==> config.mk <==
export PLATFORM = sky130hd
export DESIGN_NAME = rpvg_cordic_chain
export DESIGN_NICKNAME = d
export VERILOG_FILES = /design/src/design/rpvg_pkg.sv /design/src/design/rpvg_cordic_cell.sv /design/src/design/rpvg_cordic_chain.sv
export SDC_FILE = /design/constraint.sdc
export NUM_CORES = 2
export LEC_CHECK = 0
export BUFFER_PORTS_ARGS = -buffer_cell sky130_fd_sc_hd__buf_2
export CAP_MARGIN = 20
export CORE_UTILIZATION = 30
export CTS_CLUSTER_DIAMETER = 30
export DETAILED_ROUTE_END_ITERATION = 10
export PLACE_DENSITY = 0.46
export SLEW_MARGIN = 0
export SYNTH_ARGS = -nofsm -noshare
export SYNTH_HDL_FRONTEND = slang
export SYNTH_SLANG_ARGS = --single-unit
==> constraint.sdc <==
create_clock -name clk -period 6.4 [get_ports clk]
set_clock_uncertainty 0.2 [all_clocks]
set_input_delay 0.64 -clock clk [delete_from_list [all_inputs] [get_ports clk]]
set_output_delay 0.64 -clock clk [all_outputs]
set_load 0.02 [all_outputs]
==> src/design/rpvg_pkg.sv <==
// ----------------------------------------------------------------------------
// rpvg_pkg
// Shared constants, tables and types for the regular polygon vertex generator.
// ----------------------------------------------------------------------------
package rpvg_pkg;

  localparam int SIDE_W             = 7;
  localparam int ANGLE_W            = 16;
  localparam int ROT_W              = 32;
  localparam int Q30_SHIFT          = 30;
  localparam int TABLE_LEN          = 24;
  localparam int MAX_SIDES_DEF      = 64;
  localparam int COORD_WIDTH_DEF    = 32;
  localparam int ROTATION_STEPS_DEF = 16;

  // Inverse CORDIC gain, Q2.30.
  localparam logic signed [ROT_W-1:0] CORDIC_GAIN = 32'sd652032874;

  // Arctangent of 2^-i in units of 2^-32 of a turn.
  localparam logic signed [ROT_W-1:0] ATAN_TURN [TABLE_LEN] = '{
    32'sd536870912, 32'sd316933406, 32'sd167458907, 32'sd85004756,
    32'sd42667331,  32'sd21354465,  32'sd10679838,  32'sd5340245,
    32'sd2670163,   32'sd1335087,   32'sd667544,    32'sd333772,
    32'sd166886,    32'sd83443,     32'sd41722,     32'sd20861,
    32'sd10430,     32'sd5215,      32'sd2608,      32'sd1304,
    32'sd652,       32'sd326,       32'sd163,       32'sd81
  };

  typedef enum logic [1:0] {
    QUAD_I,
    QUAD_II,
    QUAD_III,
    QUAD_IV
  } rpvg_quad_t;

  typedef struct packed {
    logic                     vld;
    rpvg_quad_t               quad;
    logic signed [ROT_W-1:0]  x;
    logic signed [ROT_W-1:0]  y;
    logic signed [ROT_W-1:0]  z;
  } rpvg_rot_t;

  typedef struct packed {
    logic start;
    logic step;
  } rpvg_tg_ctrl_t;

  typedef struct packed {
    logic               done;
    logic [ANGLE_W-1:0] angle;
  } rpvg_tg_stat_t;

  typedef enum logic [2:0] {
    ST_IDLE,
    ST_FIRST,
    ST_DIVW,
    ST_ISSUE,
    ST_ROT,
    ST_MUL,
    ST_PUT
  } rpvg_state_t;

  typedef enum logic [1:0] {
    TERM_DXC,
    TERM_DYS,
    TERM_DXS,
    TERM_DYC
  } rpvg_term_t;

endpackage

==> src/design/rpvg_cordic_cell.sv <==
// ----------------------------------------------------------------------------
// rpvg_cordic_cell
// One CORDIC micro-rotation with a fixed shift, registered towards the next cell.
// ----------------------------------------------------------------------------
module rpvg_cordic_cell #(
  parameter int STAGE = 0
) (
  input  logic                clk,
  input  logic                rst_n,
  input  rpvg_pkg::rpvg_rot_t rot_i,
  output rpvg_pkg::rpvg_rot_t rot_o
);
  import rpvg_pkg::*;

  localparam logic signed [ROT_W-1:0] ATAN = ATAN_TURN[STAGE];

  logic                    vld_r;
  logic                    vld_nxt;
  rpvg_rot_t               dat_r;
  rpvg_rot_t               dat_nxt;
  logic signed [ROT_W-1:0] x_in;
  logic signed [ROT_W-1:0] y_in;
  logic signed [ROT_W-1:0] z_in;
  logic signed [ROT_W-1:0] xs;
  logic signed [ROT_W-1:0] ys;

  always_comb begin
    x_in = rot_i.x;
    y_in = rot_i.y;
    z_in = rot_i.z;
    xs   = y_in >>> STAGE;
    ys   = x_in >>> STAGE;
    vld_nxt      = rot_i.vld;
    dat_nxt      = rot_i;
    if (!z_in[ROT_W-1]) begin
      dat_nxt.x = x_in - xs;
      dat_nxt.y = y_in + ys;
      dat_nxt.z = z_in - ATAN;
    end else begin
      dat_nxt.x = x_in + xs;
      dat_nxt.y = y_in - ys;
      dat_nxt.z = z_in + ATAN;
    end
  end

  always_ff @(posedge clk) begin
    if (!rst_n) begin
      vld_r <= 1'b0;
    end else begin
      vld_r <= vld_nxt;
    end
  end

  always_ff @(posedge clk) begin
    dat_r <= dat_nxt;
  end

  always_comb begin
    rot_o     = dat_r;
    rot_o.vld = vld_r;
  end

endmodule

==> src/design/rpvg_cordic_chain.sv <==
// ----------------------------------------------------------------------------
// rpvg_cordic_chain
// Row of CORDIC cells followed by the quadrant fold-out to cosine and sine.
// ----------------------------------------------------------------------------
module rpvg_cordic_chain #(
  parameter int ROTATION_STEPS = rpvg_pkg::ROTATION_STEPS_DEF
) (
  input  logic                              clk,
  input  logic                              rst_n,
  input  rpvg_pkg::rpvg_rot_t               rot_i,
  output logic                              vld_o,
  output logic signed [rpvg_pkg::ROT_W-1:0] cos_o,
  output logic signed [rpvg_pkg::ROT_W-1:0] sin_o
);
  import rpvg_pkg::*;

  rpvg_rot_t               link [ROTATION_STEPS+1];
  logic signed [ROT_W-1:0] fx;
  logic signed [ROT_W-1:0] fy;

  assign link[0] = rot_i;

  for (genvar i = 0; i < ROTATION_STEPS; i++) begin : g_cell
    rpvg_cordic_cell #(
      .STAGE (i)
    ) u_cell (
      .clk   (clk),
      .rst_n (rst_n),
      .rot_i (link[i]),
      .rot_o (link[i+1])
    );
  end

  always_comb begin
    fx    = link[ROTATION_STEPS].x;
    fy    = link[ROTATION_STEPS].y;
    vld_o = link[ROTATION_STEPS].vld;
    case (link[ROTATION_STEPS].quad)
      QUAD_II: begin
        cos_o = -fy;
        sin_o = fx;
      end
      QUAD_III: begin
        cos_o = -fx;
        sin_o = -fy;
      end
      QUAD_IV: begin
        cos_o = fy;
        sin_o = -fx;
      end
      default: begin
        cos_o = fx;
        sin_o = fy;
      end
    endcase
  end

endmodule

# Word level (Yosys, flattened, before mapping)
# Cells that the tools add are included.
[totals]
reg_bits = 1552
input_bits = 101
[op_classes]
addsub = 97
n_eq_ne = 3
muxes = 18
[op_table]
columns = ["op", "n"]
rows = [
  ["2-to-1 mux 96 bit", 16],
  ["one-hot mux 32 bit (3 select lines)", 2],
  ["adder 32 x 17 -> 32 bit", 2],
  ["adder 32 x 18 -> 32 bit", 2],
  ["adder 32 x 19 -> 32 bit", 2],
  ["adder 32 x 20 -> 32 bit", 2],
  ["adder 32 x 21 -> 32 bit", 2],
  ["adder 32 x 22 -> 32 bit", 2],
  ["adder 32 x 23 -> 32 bit", 2],
  ["adder 32 x 24 -> 32 bit", 2],
  ["adder 32 x 25 -> 32 bit", 2],
  ["adder 32 x 26 -> 32 bit", 2],
  ["adder 32 x 27 -> 32 bit", 2],
  ["adder 32 x 28 -> 32 bit", 2],
  ["adder 32 x 29 -> 32 bit", 2],
  ["adder 32 x 30 -> 32 bit", 2],
  ["adder 32 x 31 -> 32 bit", 2],
  ["negation 32 bit", 2],
  ["subtractor 32 x 17 -> 32 bit", 2],
  ["subtractor 32 x 18 -> 32 bit", 2],
  ["subtractor 32 x 19 -> 32 bit", 2],
  ["subtractor 32 x 20 -> 32 bit", 2],
  ["subtractor 32 x 21 -> 32 bit", 2],
  ["subtractor 32 x 22 -> 32 bit", 2],
  ["other kinds (45)", 56],
]

# Logic depth before layout (Yosys ltp)
[logic_depth]
word_depth = 2
depth_mapped = 22

# By module
# Synthesis repeated with hierarchy kept, for this count alone.
[hier_totals]
cells_unflattened = 15645
area_unflattened_um2 = 129330.3
[modules_own_cells]
columns = ["mod", "n_inst", "cells_per_inst", "area_per_inst_um2", "seq_area_each_um2"]
rows = [
  ["rpvg_cordic_cell (g_cell[5].u_cell)", 1, 1016, 8343.0, 1981.9],
  ["rpvg_cordic_cell (g_cell[4].u_cell)", 1, 985, 8265.4, 1981.9],
  ["rpvg_cordic_cell (g_cell[7].u_cell)", 1, 991, 8105.3, 1981.9],
  ["rpvg_cordic_cell (g_cell[14].u_cell)", 1, 991, 8072.7, 1981.9],
  ["rpvg_cordic_cell (g_cell[1].u_cell)", 1, 954, 7995.2, 1981.9],
  ["rpvg_cordic_cell (g_cell[8].u_cell)", 1, 959, 7957.6, 1981.9],
  ["rpvg_cordic_cell (g_cell[12].u_cell)", 1, 955, 7942.6, 1981.9],
  ["rpvg_cordic_cell (g_cell[2].u_cell)", 1, 946, 7897.6, 1981.9],
  ["rpvg_cordic_cell (g_cell[11].u_cell)", 1, 936, 7873.8, 1981.9],
  ["rpvg_cordic_cell (g_cell[3].u_cell)", 1, 922, 7827.5, 1981.9],
  ["rpvg_cordic_cell (g_cell[9].u_cell)", 1, 934, 7826.3, 1981.9],
  ["rpvg_cordic_cell (g_cell[6].u_cell)", 1, 920, 7729.9, 1981.9],
  ["rpvg_cordic_cell (g_cell[0].u_cell)", 1, 972, 7724.9, 1961.9],
  ["rpvg_cordic_cell (g_cell[15].u_cell)", 1, 906, 7708.6, 1981.9],
  ["3 more rows", "-", "-", "-", "-"],
]

# Least setup slack after synthesis
# Ideal clock, no wire load.
[synth_timing]
kind = "reg-to-reg"
start = "reg g_cell[8].u_cell.dat_r (netlist bit g_cell[8].u_cell.rot_o[31])"
end = "reg g_cell[9].u_cell.dat_r (netlist bit g_cell[9].u_cell.rot_o[62])"
arrival_ns = 4.613
required_ns = 6.073
path_slack_ns = 1.461
path_stages_with_launch = 16
path_buffers = 3
path_cell_list = "dfxtp_1 > clkbuf_1 > buf_1 > buf_1 > mux2i_1 > fa_1 > a21o_1 > a211o_1 > a2111oi_0 > o31ai_1 > a2111oi_0 > o31ai_1 > a21o_1 > a221oi_1 > o21ai_0 > xor2_1"
[synth_lines]
columns = ["item", "line_no", "rtl"]
rows = [
  ["start, declared", "rpvg_cordic_cell.sv:19", "rpvg_rot_t dat_r;"],
  ["start signal, assigned", "rpvg_cordic_cell.sv:55", "dat_r <= dat_nxt;"],
  ["end signal, assigned", "rpvg_cordic_cell.sv:55", ""],
  ["end, declared", "rpvg_cordic_cell.sv:19", ""],
]

# Worst setup path after layout
[layout_timing]
start = "reg g_cell[15].u_cell.dat_r (netlist bit g_cell[15].u_cell.rot_o[36])"
end = "out cos_o[31] (netlist bit)"
[layout_between]
elab_chain_cells = 2
[layout_rtl]
columns = ["item", "line_no", "rtl"]
rows = [
  ["start, declared", "rpvg_cordic_cell.sv:19", ""],
  ["start signal, assigned", "rpvg_cordic_cell.sv:55", ""],
  ["negation 32 bit", "rpvg_cordic_chain.sv:40", "cos_o = -fy;"],
  ["one-hot mux 32 bit (3 select lines)", "rpvg_cordic_chain.sv:38", "case (link[ROTATION_STEPS].quad)"],
  ["end, declared", "rpvg_cordic_chain.sv:12", "output logic signed [rpvg_pkg::ROT_W-1:0] cos_o,"],
]
# No other way between the ends.

==> flow_summary.ini <==
[setup_path]
path_cells = or4_4 > or3_4 > or4_4 > or3_4 > or3_4 > or3_1 > or4_4 > and3b_1 > o21a_1 > a221oi_2 > buf_2
cp_max_fo = 7
startpoint_type = register
slowest_stage = or4_4
critPathArrivalTime_ns = 5.09
cp_num_buf_inv = 1
max_stage_delay_ns = 0.58
critPathTopFamily = simple AND/OR/NAND/NOR gates
crit_required_ns = 5.56
end_kind = primary output
worstSetupPathType = reg -> out

[yosys]
synthCells = 14300
synth_cell_type_count = 84
netlist_area_mm2 = 0.119
synth_common_cells = a21oi_1, ha_1, dfxtp_1
synth_area_leaders = dfxtp_1, ha_1, xnor2_1
synthFlopType = dfxtp_1
synth-edff-count = 0
yosys.area.top_type = dfxtp_1
avgSynthCellArea_um2 = 8.32
syn_nets = 16017
yosysMostFrequentCell = a21oi_1
async_flop_share = 0
ys_ff_latch = 1519
yosysSeqAreaShare = 0.256
yosysWarnings = 0
yosysTopAreaCellShare = 0.256

[global_routing]
grt_usage = 0.168
grt_pass1_vias = 99740
antenna_found_initial = 4
grt_overflow = 0
grt_pass1_wl_mm = 550
grt_max_degree = 122

[floorplanning]
die_height_um = 632
rows = 230
fp.coreArea_mm2 = 0.394
initial_utilization = 0.302
dieArea_mm2 = 0.399
fp.dieW_um = 632
ios = 166

[routing]
drcViolationCount = 0
postRouteAntennaNets = 0
first_pass_iters = 6
viasPerCell = 4.99
via_count = 101139
routed_wirelength_mm = 347
drt-initial-drc-count = 4941
routedWlPerCell_um = 17.1

[clocking]
clk_latency_ns = 0.95
tritoncts = yes
cts_buffers = 394
cts_resized = 0
cts.path.max_buffers = 4
cts_sinks = 1519
cts_hold_buf = 45
htreeDepth = 5
cts_root_buf = clkbuf_16
clk_pin_slew_ns = 0.05
post_cts.repair.setup_buffers = 0

[cells_and_area]
fin_area_mm2 = 0.141
nNetsFinal = 16420
drive_above_1_share = 0.0743
fin_cells = 20265
area_delta_synth_final_pct = 18.1

[timing]
worstMarginPinSlew_ns = 1.04
relSlewSlack = 0.291
fin_crit_ns = 5.93
rsz0062_at_grt = no
tns_ns = 0
finalCritPeriodShare = 0.927
setup_violations = 0
hold_viol = 0
max_freq_mhz = 169
slew_violations = 0

[status]
status = complete, no violations

[placed_design]
io_buffer_count = 165
gp_congestion = 0.869
dp_hpwl_mm = 281
place_area_mm2 = 0.126
post-place-cells = 19481

[flow_run]
maxCapViolations = 0

[min_path]
hold_path_class = in -> reg
## kinds of logic after synthesis
logic type,share of synthesized area
simple gates,0.155
mux,0.0127
compound gates,0.231
xor+xnor,0.144
buf+inv,0.0292
fa+ha+maj,0.173
flops,0.256
## per-stage QoR
step                 util  hold slack, ns  setup WS (ns)
finish              0.357          0.0945          0.466
global route        0.357          0.0687          0.247
CTS                 0.357         0.00487          0.383
detailed placement  0.320           0.112           1.23
global placement    0.320           0.111           1.28
floorplan               -           0.110           1.46
## routing by layer
layer / wire, um / vias up / GRT usage
met5: 0 / - / 0
met4: 6600 / 0 / 0.0376
met3: 11600 / 394 / 0.0204
met2: 161000 / 1534 / 0.289
met1: 167000 / 46751 / 0.222
li1: - / 52460 / -
## final timing paths
path	depth (start not counted)	startpoint	slack, ns	end
hold / removal	3	rot_i[67]	0.09	g_cell[0].u_cell.rot_o[67]
setup / recovery	11	g_cell[15].u_cell.rot_o[36]	0.47	cos_o[31]
setup reg to reg	17	g_cell[8].u_cell.rot_o[73]	1.13	g_cell[9].u_cell.rot_o[62]
hold reg to reg	0	g_cell[10].u_cell.rot_o[0]	0.11	g_cell[11].u_cell.rot_o[0]
## cell type report
| type | count | area [um^2] |
|---|---|---|
| Antenna cell | 1 | 2.50 |
| Clock buffer | 487 | 10700 |
| Clock inverter | 250 | 3550 |
| Fill cell | 41054 | 253000 |
| Inverter | 651 | 2440 |
| Multi-Input combinational cell | 11859 | 85100 |
| Sequential cell | 1519 | 30400 |
| Tap cell | 5220 | 6530 |
| Timing Repair Buffer | 278 | 1810 |
## sequential cells by signal (all words and copies together) (netlist names)
name                 count
g_cell.u_cell.vld_r     16
g_cell.u_cell.rot_o   1503
## worst register-to-register path, stage by stage (launching register included)
cell and delay (ns):
dfxtp_1 0.33, inv_1 0.07, ha_1 0.17, nand2b_1 0.09, nor4_1 0.25, nor2b_1 0.36, a21oi_1 0.15, xnor2_1 0.14
ha_1 0.23, or3_1 0.37, a2111oi_0 0.61, o31ai_1 0.21, a2111oi_0 0.71, o31ai_1 0.27, a21o_1 0.25, a221oi_1 0.37
o21ai_0 0.19, xor2_1 0.17
## placed cells by master (no fill, tap or decap), types with 384 or more instances in the layout
cell and count:
dfxtp_1 1502, a21o_1 665, nor3_1 384, nand2_1 705
clkbuf_16 395, a21oi_1 1606, ha_1 1569, inv_1 642
xnor2_1 1290, xor2_1 663, o21ai_0 683, nor2_1 1239
Power is not shown: default switching activity piles up to over one toggle a cycle in this logic, so the estimate is an artifact.
