## src/design/rpvg_pkg.sv

```systemverilog
// ----------------------------------------------------------------------------
// rpvg_pkg
// Shared constants, tables and types for the regular polygon vertex generator.
// ----------------------------------------------------------------------------
package rpvg_pkg;

  localparam int SIDE_W             = 7;
  localparam int ANGLE_W            = 16;
  localparam int ROT_W              = 32;
  localparam int Q30_SHIFT          = 30;
  localparam int TABLE_LEN          = 24;
  localparam int MAX_SIDES_DEF      = 64;
  localparam int COORD_WIDTH_DEF    = 32;
  localparam int ROTATION_STEPS_DEF = 16;

  // Inverse CORDIC gain, Q2.30.
  localparam logic signed [ROT_W-1:0] CORDIC_GAIN = 32'sd652032874;

  // Arctangent of 2^-i in units of 2^-32 of a turn.
  localparam logic signed [ROT_W-1:0] ATAN_TURN [TABLE_LEN] = '{
    32'sd536870912, 32'sd316933406, 32'sd167458907, 32'sd85004756,
    32'sd42667331,  32'sd21354465,  32'sd10679838,  32'sd5340245,
    32'sd2670163,   32'sd1335087,   32'sd667544,    32'sd333772,
    32'sd166886,    32'sd83443,     32'sd41722,     32'sd20861,
    32'sd10430,     32'sd5215,      32'sd2608,      32'sd1304,
    32'sd652,       32'sd326,       32'sd163,       32'sd81
  };

  typedef enum logic [1:0] {
    QUAD_I,
    QUAD_II,
    QUAD_III,
    QUAD_IV
  } rpvg_quad_t;

  typedef struct packed {
    logic                     vld;
    rpvg_quad_t               quad;
    logic signed [ROT_W-1:0]  x;
    logic signed [ROT_W-1:0]  y;
    logic signed [ROT_W-1:0]  z;
  } rpvg_rot_t;

  typedef struct packed {
    logic start;
    logic step;
  } rpvg_tg_ctrl_t;

  typedef struct packed {
    logic               done;
    logic [ANGLE_W-1:0] angle;
  } rpvg_tg_stat_t;

  typedef enum logic [2:0] {
    ST_IDLE,
    ST_FIRST,
    ST_DIVW,
    ST_ISSUE,
    ST_ROT,
    ST_MUL,
    ST_PUT
  } rpvg_state_t;

  typedef enum logic [1:0] {
    TERM_DXC,
    TERM_DYS,
    TERM_DXS,
    TERM_DYC
  } rpvg_term_t;

endpackage

```

## src/design/rpvg_turn_gen.sv

```systemverilog
// ----------------------------------------------------------------------------
// rpvg_turn_gen
// Divides a full turn by the side count once, then steps the vertex angle.
// ----------------------------------------------------------------------------
module rpvg_turn_gen #(
  parameter int MAX_SIDES = rpvg_pkg::MAX_SIDES_DEF
) (
  input  logic                             clk,
  input  logic                             rst_n,
  input  rpvg_pkg::rpvg_tg_ctrl_t          ctrl_i,
  input  logic [$clog2(MAX_SIDES+1)-1:0]   sides_i,
  output rpvg_pkg::rpvg_tg_stat_t          stat_o
);
  import rpvg_pkg::*;

  localparam int NW    = $clog2(MAX_SIDES + 1);
  localparam int QW    = ANGLE_W + 1;
  localparam int CNT_W = $clog2(QW + 1);

  logic              busy_r;
  logic              busy_nxt;
  logic [CNT_W-1:0]  cnt_r;
  logic [CNT_W-1:0]  cnt_nxt;
  logic [NW-1:0]     n_r;
  logic [NW-1:0]     n_nxt;
  logic [QW-1:0]     dvd_r;
  logic [QW-1:0]     dvd_nxt;
  logic [NW-1:0]     rem_r;
  logic [NW-1:0]     rem_nxt;
  logic [QW-1:0]     ang_r;
  logic [QW-1:0]     ang_nxt;
  logic [NW-1:0]     arem_r;
  logic [NW-1:0]     arem_nxt;
  logic [NW:0]       trial;
  logic              fits;
  logic [NW:0]       acc_sum;
  logic              wrap;

  always_comb begin
    trial    = {rem_r, dvd_r[QW-1]};
    fits     = (trial >= {1'b0, n_r});
    acc_sum  = {1'b0, arem_r} + {1'b0, rem_r};
    wrap     = (acc_sum >= {1'b0, n_r});
    busy_nxt = busy_r;
    cnt_nxt  = cnt_r;
    n_nxt    = n_r;
    dvd_nxt  = dvd_r;
    rem_nxt  = rem_r;
    ang_nxt  = ang_r;
    arem_nxt = arem_r;
    if (ctrl_i.start) begin
      n_nxt    = sides_i;
      dvd_nxt  = QW'(1) << ANGLE_W;
      rem_nxt  = '0;
      cnt_nxt  = CNT_W'(QW);
      busy_nxt = 1'b1;
      ang_nxt  = '0;
      arem_nxt = '0;
    end else if (busy_r) begin
      rem_nxt  = fits ? NW'(trial - {1'b0, n_r}) : trial[NW-1:0];
      dvd_nxt  = {dvd_r[QW-2:0], fits};
      cnt_nxt  = cnt_r - CNT_W'(1);
      busy_nxt = (cnt_r != CNT_W'(1));
    end else if (ctrl_i.step) begin
      arem_nxt = wrap ? NW'(acc_sum - {1'b0, n_r}) : acc_sum[NW-1:0];
      ang_nxt  = ang_r + dvd_r + QW'(wrap);
    end
  end

  always_ff @(posedge clk) begin
    if (!rst_n) begin
      busy_r <= 1'b0;
    end else begin
      busy_r <= busy_nxt;
    end
  end

  always_ff @(posedge clk) begin
    cnt_r  <= cnt_nxt;
    n_r    <= n_nxt;
    dvd_r  <= dvd_nxt;
    rem_r  <= rem_nxt;
    ang_r  <= ang_nxt;
    arem_r <= arem_nxt;
  end

  assign stat_o.done  = !busy_r;
  assign stat_o.angle = ang_r[ANGLE_W-1:0];

endmodule

```

## config.mk

```make
export PLATFORM = sky130hd
export DESIGN_NAME = rpvg_turn_gen
export DESIGN_NICKNAME = d
export VERILOG_FILES = /design/src/design/rpvg_pkg.sv /design/src/design/rpvg_turn_gen.sv
export SDC_FILE = /design/constraint.sdc
export NUM_CORES = 1
export LEC_CHECK = 0
export BUFFER_PORTS_ARGS = -buffer_cell sky130_fd_sc_hd__buf_2
export CAP_MARGIN = 15
export CORE_MARGIN = 2
export CORE_UTILIZATION = 65
export CTS_CLUSTER_SIZE = 30
export DETAILED_ROUTE_END_ITERATION = 16
export PLACE_DENSITY = 0.9
export SLEW_MARGIN = 20
export SYNTH_ARGS = -nofsm -noshare
export SYNTH_HDL_FRONTEND = slang
export SYNTH_SLANG_ARGS = --single-unit
```

## constraint.sdc

```tcl
create_clock -name clk -period 7.2 [get_ports clk]
set_input_delay 2.16 -clock clk [delete_from_list [all_inputs] [get_ports clk]]
set_output_delay 2.16 -clock clk [all_outputs]
set_load 0.02 [all_outputs]
```

-- After elaboration in Yosys (flattened, before gate mapping)
Cells that the tools add are included.
- register bits after elaboration: 61
- input port bits: 11
- output and inout bits: 17
- word-level logic and storage cells: 23
- add/sub/neg operators: 6
- $lt $le $gt $ge: 2
- eq/ne operators: 1
- mux-type cells: 4
- bitwise operators: 1
- reductions and logical operators: 2
- operators with widths (operator ; count):
    $add 17x1->17 ; 1
    $add 17x17->17 ; 1
    $ge 8x7->1 ; 2
    $mux 7 ; 2
    $sub 7x7->7 ; 2
    $add 7x7->8 ; 1
    $ne 5x1->1 const B ; 1
    $sub 5x1->5 const B ; 1
    $mux 1 ; 2
    $reduce_and 2->1 ; 1
    $logic_not 1->1 ; 1
    $not 1->1 ; 1

-- Longest topological paths before layout
Gate-level depths: netlist of the first run.
- word-level depth: 3
- mapped depth: 20
- gate-level depth less buffers: 20

-- Worst setup path after synthesis of the first run
OpenSTA, ideal clock, no wires.
- path kind: flip-flop to flip-flop
- from: reg rem_r[0]
- to: reg ang_r[15]
- setup time: 121 ps
- data arrival time: 4642 ps
- required time: 7079 ps
- slack: 2438 ps
- cell stages (with the launch flop): 21
- buffers on the path: 0
- clock period less this slack: 4762 ps
- cells stage by stage: dfxtp_1 > ha_1 > fa_1 > a21o_1 > a21oi_1 > nand2b_1 > o311ai_0 > ha_1 > nand4_1 > nor2_1 > a2111oi_0 > a21bo_2 > nor2_1 > inv_1 > fa_1 > a211oi_2 > o21ai_2 > a31oi_1 > mux2_2 > a21oi_1 > mux2_2
- word-level cells in the longest chain between the ends: 3
- RTL lines (element ; line ; text):
    start: declaration ; rpvg_turn_gen.sv:28 ; logic [NW-1:0] rem_r;
    start signal: assignment ; rpvg_turn_gen.sv:82 ; rem_r <= rem_nxt;
    $add 7x7->8 ; rpvg_turn_gen.sv:42 ; acc_sum = {1'b0, arem_r} + {1'b0, rem_r};
    $ge 8x7->1 ; rpvg_turn_gen.sv:43 ; wrap = (acc_sum >= {1'b0, n_r});
    $add 17x1->17 ; rpvg_turn_gen.sv:66 ; ang_nxt = ang_r + dvd_r + QW'(wrap);
    end signal: assignment ; rpvg_turn_gen.sv:83 ; ang_r <= ang_nxt;
    end: declaration ; rpvg_turn_gen.sv:30 ; logic [QW-1:0] ang_r;
No other way between the ends.
A chain may end at the register's enable or synchronous reset.

-- Worst setup path after layout of the first run
Ends and elaborated chain as after synthesis.

==> results of run 1 <==
how the worst max path moves through the flow:
stage,startpoint,endpoint,cells past startpoint
after floorplan,rem_r[0]$_SDFFE_PP0P_,ang_r[15]$_SDFFE_PP0P_,20
after global placement,rem_r[0]$_SDFFE_PP0P_,ang_r[15]$_SDFFE_PP0P_,20
after detailed placement,rem_r[0]$_SDFFE_PP0P_,ang_r[15]$_SDFFE_PP0P_,20
after CTS,rem_r[0]$_SDFFE_PP0P_,ang_r[15]$_SDFFE_PP0P_,20
after global routing,rem_r[0]$_SDFFE_PP0P_,ang_r[15]$_SDFFE_PP0P_,20
final,rem_r[0]$_SDFFE_PP0P_,ang_r[15]$_SDFFE_PP0P_,20
cell usage in the layout (no fill, tap or decap), types with 3 or more instances in the layout:
cell      Yosys  routed
fa_1          4       4
o211ai_1      5       5
dfxtp_1      53      53
buf_4         0       3
xnor2_1      11      11
buf_2         1      27
edfxtp_1      7       7
nand2_1      32      32
xor2_1        7       7
ha_1         37      37
and3_1        4       4
clkbuf_8      0      11
mux2i_1      21      21
o21ai_0      21      21
nor3_1       12      12
nor2_1       46      46
nor4b_1       3       3
a211oi_1     12      12
nor2b_1       7       7
a21boi_0      3       3
a21o_1        6       6
a31oi_1       8       8
inv_1        26      26
nand2b_1      4       4
or3_1         3       3
mux2_2        4       4
nand4_1       4       4
o21a_1        4       4
a21oi_1      21      21
a32o_1        4       4
nand3_1       8       8
a211o_1       5       5
through the flow:
stage | setup WS (ps) | hold WS (ps) | util
6_report | 1960 | 472 | 0.753
2_1_floorplan | 2440 | 466 | -
4_1_cts | 2030 | 472 | 0.753
3_5_place_dp | 2060 | 464 | 0.717
5_1_grt | 1670 | 482 | 0.753
3_3_place_gp | 2190 | 456 | 0.717
synthesized netlist by cell type (3+ instances only):
master,number,share of area
o21ai_0,21,0.027
a211oi_1,12,0.023
nor3_1,12,0.016
a32o_1,4,0.010
inv_1,26,0.025
nor2b_1,7,0.011
or3_1,3,0.0049
nor2_1,46,0.045
a21oi_1,21,0.027
nand3_1,8,0.010
o211ai_1,5,0.0098
and3_1,4,0.0065
ha_1,37,0.12
xor2_1,7,0.016
o21a_1,4,0.0078
edfxtp_1,7,0.055
nand2_1,32,0.031
nand2b_1,4,0.0065
nor4b_1,3,0.0069
a21o_1,6,0.012
dfxtp_1,53,0.28
nand4_1,4,0.0065
fa_1,4,0.021
xnor2_1,11,0.025
a21boi_0,3,0.0059
mux2_2,4,0.012
a211o_1,5,0.011
mux2i_1,21,0.055
clkbuf_1,12,0.012
buf_1,3,0.0029
a31oi_1,8,0.013
power groups by stage:
stage          logic, uW  clock network (uW)  registers (uW)
4_1_cts              313                 319             375
3_3_place_gp         300                   0             381
6_report             318                 315             375
3_5_place_dp         309                   0             382
2_1_floorplan        247                   0             381
5_1_grt              352                 333             377
registers in the layout (all words and copies together), names as in the netlist:
name,cells
dvd_r,17
arem_r,7
ang_r,16
busy_r,1
n_r,7
cnt_r,5
rem_r,7
logic make-up (layout without fill, tap and decap cells):
logic type / count (synthesis) / after routing / synth area share
muxes: 25 / 25 / 0.0665
xor gates and xnor gates: 18 / 18 / 0.0411
and+or+nand+nor: 132 / 132 / 0.166
DFF: 60 / 60 / 0.331
AOI/OAI and AO/OA: 115 / 115 / 0.212
adders and majority gates: 41 / 41 / 0.142
buffers and inverters: 42 / 72 / 0.0414
critical path, stage by stage (launching register included):
cell and delay (ps):
dfxtp_1 340, ha_1 240, fa_1 410, a21o_1 170, a21oi_1 270, nand2b_1 160, o311ai_0 150, ha_1 370
nand4_1 100, nor2_1 50, a2111oi_0 420, a21bo_2 300, nor2_1 160, inv_1 70, fa_1 420, a211oi_2 310
o21ai_2 170, a31oi_1 220, mux2_2 360, a21oi_1 120, mux2_2 340
cell type report:
cell class | count | area, um^2 | area share
sequential | 60 | 1270 | 0.301
inverter | 26 | 97.6 | 0.0231
tap | 72 | 90.1 | 0.0213
multi-input combinational | 331 | 2410 | 0.570
clock inverter | 4 | 46.3 | 0.0110
timing repair buffer | 30 | 158 | 0.0373
clock buffer | 12 | 155 | 0.0367
routing by layer:
layer,part of all wire,wire [um],GRT usage
met1,0.44,3820,0.348
met2,0.48,4150,0.482
met3,0.053,454,0.0567
met4,0.023,197,0.139
met5,0,0,0
==> results.yml, run 1 <==
run_status:
  status: "finished, final reports clean"
cells_and_area:
  num-fill-cells: 381
  nets: 510
  instances_no_fill: 535
  syn_to_final_growth_pct: 10.1
  final_cell_area_um2: 4220
  drive_above_1_share: 0.130
  insertedDiodeCount: 0
pwr:
  switchingPower_uw: 337
  p_per_area_nw_per_um2: 239
  finalPower_uw: 1010
  irDropWorstVdd_v: 0.000143
  netSwitchingFraction: 0.334
  p_leak_uw: 0.00192
  seqPwrFrac: 0.372
  p_comb_frac: 0.316
  pwr-share-clk: 0.312
  internal-power_uw: 671
grt:
  grt_max_degree: 52
  globalRouteTotalUtil: 0.285
  grt_pass1_vias: 3216
  grt_overflow: 0
  grt_pass1_wl_um: 14400
  grt_antenna_before_repair: 0
floorplan:
  ioPinCount: 28
  die_h_um: 80.8
  start_util: 0.684
  die_w_um: 80.8
  num_rows: 27
  core_area_um2: 5610
  die_area_um2: 6530
clocking:
  clk_latency_ps: 350
  cts_tree: "done"
  numClockSinks: 60
  cts-root-buf: "clkbuf_8"
  cts_buffer_depth: 2
  hold_buffers: 0
  path_clk_slew_ps: 70
  h-tree-depth: 3
  cts_resized: 0
  cts_setup_buffers: 0
  numCtsBuffers: 9
synth:
  synth_area_um2: 3840
  synth_edf_count: 7
  syn_avg_cell_area_um2: 8.86
  syn_inst: 433
  syn_nets: 485
  synth_cell_types: 59
  ys.flop_type: "dfxtp_1"
  ys_warn_count: 0
  async_reset_ff_frac: 0
  ys_ff_latch: 60
  ys_seq_area_frac: 0.331
critical_path:
  reg2reg_to: "ang_r[15]$_SDFFE_PP0P_"
  rr_worst_depth: 20
  critPathArrivalTime_ps: 5480
  crit_type: "reg2reg"
  cp.required_ps: 7440
  cp_max_fo: 6
  worstSetupStartpointType: "register"
  r2r-start: "rem_r[0]$_SDFFE_PP0P_"
  cp-end-kind: "register"
  r2r_setup_slack_ps: 1960
hold_path:
  hp-class: "reg2reg"
  hold_start: "ang_r[3]$_SDFFE_PP0P_"
  min_path_cells: 2
  min_to: "ang_r[3]$_SDFFE_PP0P_"
route:
  first_pass_iters: 5
  wl_per_cell_um: 16.1
  drc: 0
  wl_um: 8620
  drtIter0Drc: 190
  viasPerCell: 6.27
  postRouteAntennaNets: 0
  vias: 3352
placed_design:
  place_congestion: 0.936
  dp.final_hpwl_um: 5880
  placedCellCount: 519
  numPortBuffers: 27
  place_area_um2: 4020
sta:
  tightestPinTransition_ps: 836
  fin_skew_ps: 5.59
  setup_violations: 0
  slew_viol_final: 0
  setup_tns_ps: 0
  fmax_mhz: 191
  slew_headroom: 0.441
  hold_violations: 0
  min_period_over_period: 0.728
  min_period_ps: 5240
  grt_setup_unrepaired: "false"
flow_run:
  maxCapViolCount: 0
Power figures use the tool's default switching activity.
==> run 2: changes to the inputs <==
Settings changed: CORE_UTILIZATION 65 to 61, PLACE_DENSITY 0.9 to 0.86.
Clock period 7.2 ns to 4.95 ns, I/O delays scaled along.
==> run 2 against run 1 <==
Critical path depth did not move. Register-to-register slack got worse by 1700 ps. Clock skew fell by 0.82 ps. Sequential cell count did not move. Fmax rose by 11%. Die area rose by 6.2%. Count of clock-buffer cells in the layout fell by 1. Total power rose by 48%. Utilization fell by 3.1 points. Worst setup slack got worse by 1700 ps. Hold slack barely moved. Combinational power rose by 55%.
==> results.yml, run 2 (synthesis results as in run 1) <==
grt:
  grt_antenna_before_repair: 0
  grt_pass1_wl_um: 14400
  grt_pass1_vias: 3177
  grt_max_degree: 36
  grt_overflow: 0
  globalRouteTotalUtil: 0.254
critical_path:
  worstSetupStartpointType: "register"
  cp.required_ps: 5180
  crit_chain: "ha_1 -> fa_1 -> a21o_1 -> a21oi_2 -> nand2b_1 -> o311ai_1 -> ha_1 -> nand4_1 -> nor2_1 -> a2111oi_2 -> a21bo_2 -> nor2_2 -> inv_1 -> fa_2 -> a211oi_4 -> o21ai_2 -> a31oi_2 -> mux2_2 -> a21oi_2 -> mux2_2"
  cp-end-kind: "register"
  slowest_delay_ps: 410
  critPathArrivalTime_ps: 4970
  r2r-start: "rem_r[0]$_SDFFE_PP0P_"
  slowest_stage: "fa_1"
  startpoint: "rem_r[0]$_SDFFE_PP0P_"
  crit_type: "reg2reg"
  cp_max_fo: 3
run_status:
  status: "finished, final reports clean"
clocking:
  path_clk_slew_ps: 70
  clk_latency_ps: 340
  cts_buffer_depth: 2
  cts_tree: "done"
  numCtsBuffers: 9
  numClockSinks: 60
  h-tree-depth: 3
  cts-root-buf: "clkbuf_8"
sta:
  slew_viol_final: 0
  min_period_ps: 4740
  fin_skew_ps: 4.78
  setup_violations: 0
  min_period_over_period: 0.957
  slew_headroom: 0.403
  holdWs_ps: 472
  fmax_mhz: 211
  tightestPinTransition_ps: 894
  hold_violations: 0
cells_and_area:
  largest_register_ffs: 17
  reg.largest.list: "dvd_r: 17 flops, ang_r: 16 flops"
  top_register: "dvd_r"
  insertedDiodeCount: 0
  fin_util: 0.722
  mostFrequentLayoutCells: "dfxtp_1 (53), nor2_1 (45), ha_1 (37)"
  syn_to_final_growth_pct: 12.8
  layout_commonest_cell: "dfxtp_1"
  nets: 519
  drive_above_1_share: 0.161
placed_design:
  place_congestion: 0.905
  dp.final_hpwl_um: 5970
  numPortBuffers: 27
floorplan:
  ioPinCount: 28
  die_h_um: 83.3
  die_w_um: 83.3
  die_area_um2: 6940
  num_rows: 28
  core_area_um2: 5990
  start_util: 0.640
flow_run:
  maxCapViolCount: 0
hold_path:
  hp-class: "reg2reg"
  hold_start: "ang_r[3]$_SDFFE_PP0P_"
route:
  first_pass_iters: 4
  drtIter0Drc: 195
  vias: 3377
  drc: 0
  wl_um: 8560
  wl_per_cell_um: 15.7
  viasPerCell: 6.17
  postRouteAntennaNets: 0
pwr:
  p_leak_uw: 0.00197
  irDropWorstVdd_v: 0.000236
  p_per_area_nw_per_um2: 344
-- run 2: changes by cell type in the layout (fill, tap and decap cells not counted), moves of 2 or more --
cell | before | now
a21oi_1 | 21 | 19
a21oi_2 | 0 | 2
buf_4 | 3 | 12
clkinv_2 | 2 | 4
-- run 2: worst paths after layout --
kind,endpoint,slack [ps],cells past startpoint
min reg2reg,ang_r[3]$_SDFFE_PP0P_,470,2
min,ang_r[3]$_SDFFE_PP0P_,470,2
max reg2reg,ang_r[15]$_SDFFE_PP0P_,210,20
max,ang_r[15]$_SDFFE_PP0P_,210,20
-- run 2: worst max-delay path, delay by kind of cell, from the launching register on --
kind	cells	cell delay, ps
compound gates	9	1760
fa+ha+maj	4	1370
mux	2	710
simple gates	4	410
flops	1	320
buf+inv	1	60
-- run 2: repair_timing --
action | 4_1_cts | 5_1_grt
gates resized for setup | 4 | 6
endpoints found under the setup margin | 4 | 10
buffers inserted | 0 | 3
hold buffers | 0 | 0
pin swaps | 1 | 4
-- run 2: area by class of cell --
cell class,instances,area (um^2)
Clock buffer,11,151
Clock inverter,5,50.0
Timing Repair Buffer,39,225
Fill cell,454,1660
Sequential cell,60,1270
Inverter,26,97.6
Tap cell,75,93.8
Multi-Input combinational cell,331,2440
-- run 2: power by group --
group	switching [uW]	total (uW)	leakage, uW	internal [uW]
logic	277	494	0.00136	217
clock network	191	447	0.000109	256
registers	23.8	546	0.000500	522
-- run 2: per-stage QoR --
step | setup WS [ps] | setup TNS (ps) | area (um^2) | instances | total power, uW
2_1_floorplan | 188 | 0 | 3840 | 433 | 914
3_3_place_gp | 106 | 0 | 4070 | 528 | 1000
3_5_place_dp | -102 | -106 | 4070 | 528 | 1010
4_1_cts | 29.5 | 0 | 4290 | 544 | 1470
5_1_grt | -108 | -192 | 4330 | 547 | 1570
6_report | 214 | 0 | 4330 | 547 | 1490
-- run 2: routing by layer --
layer	routed length [um]	up-vias	GRT usage
met3	490	18	0.0537
met5	0	-	0
li1	-	1664	-
met2	4130	92	0.416
met1	3780	1603	0.322
met4	164	0	0.109
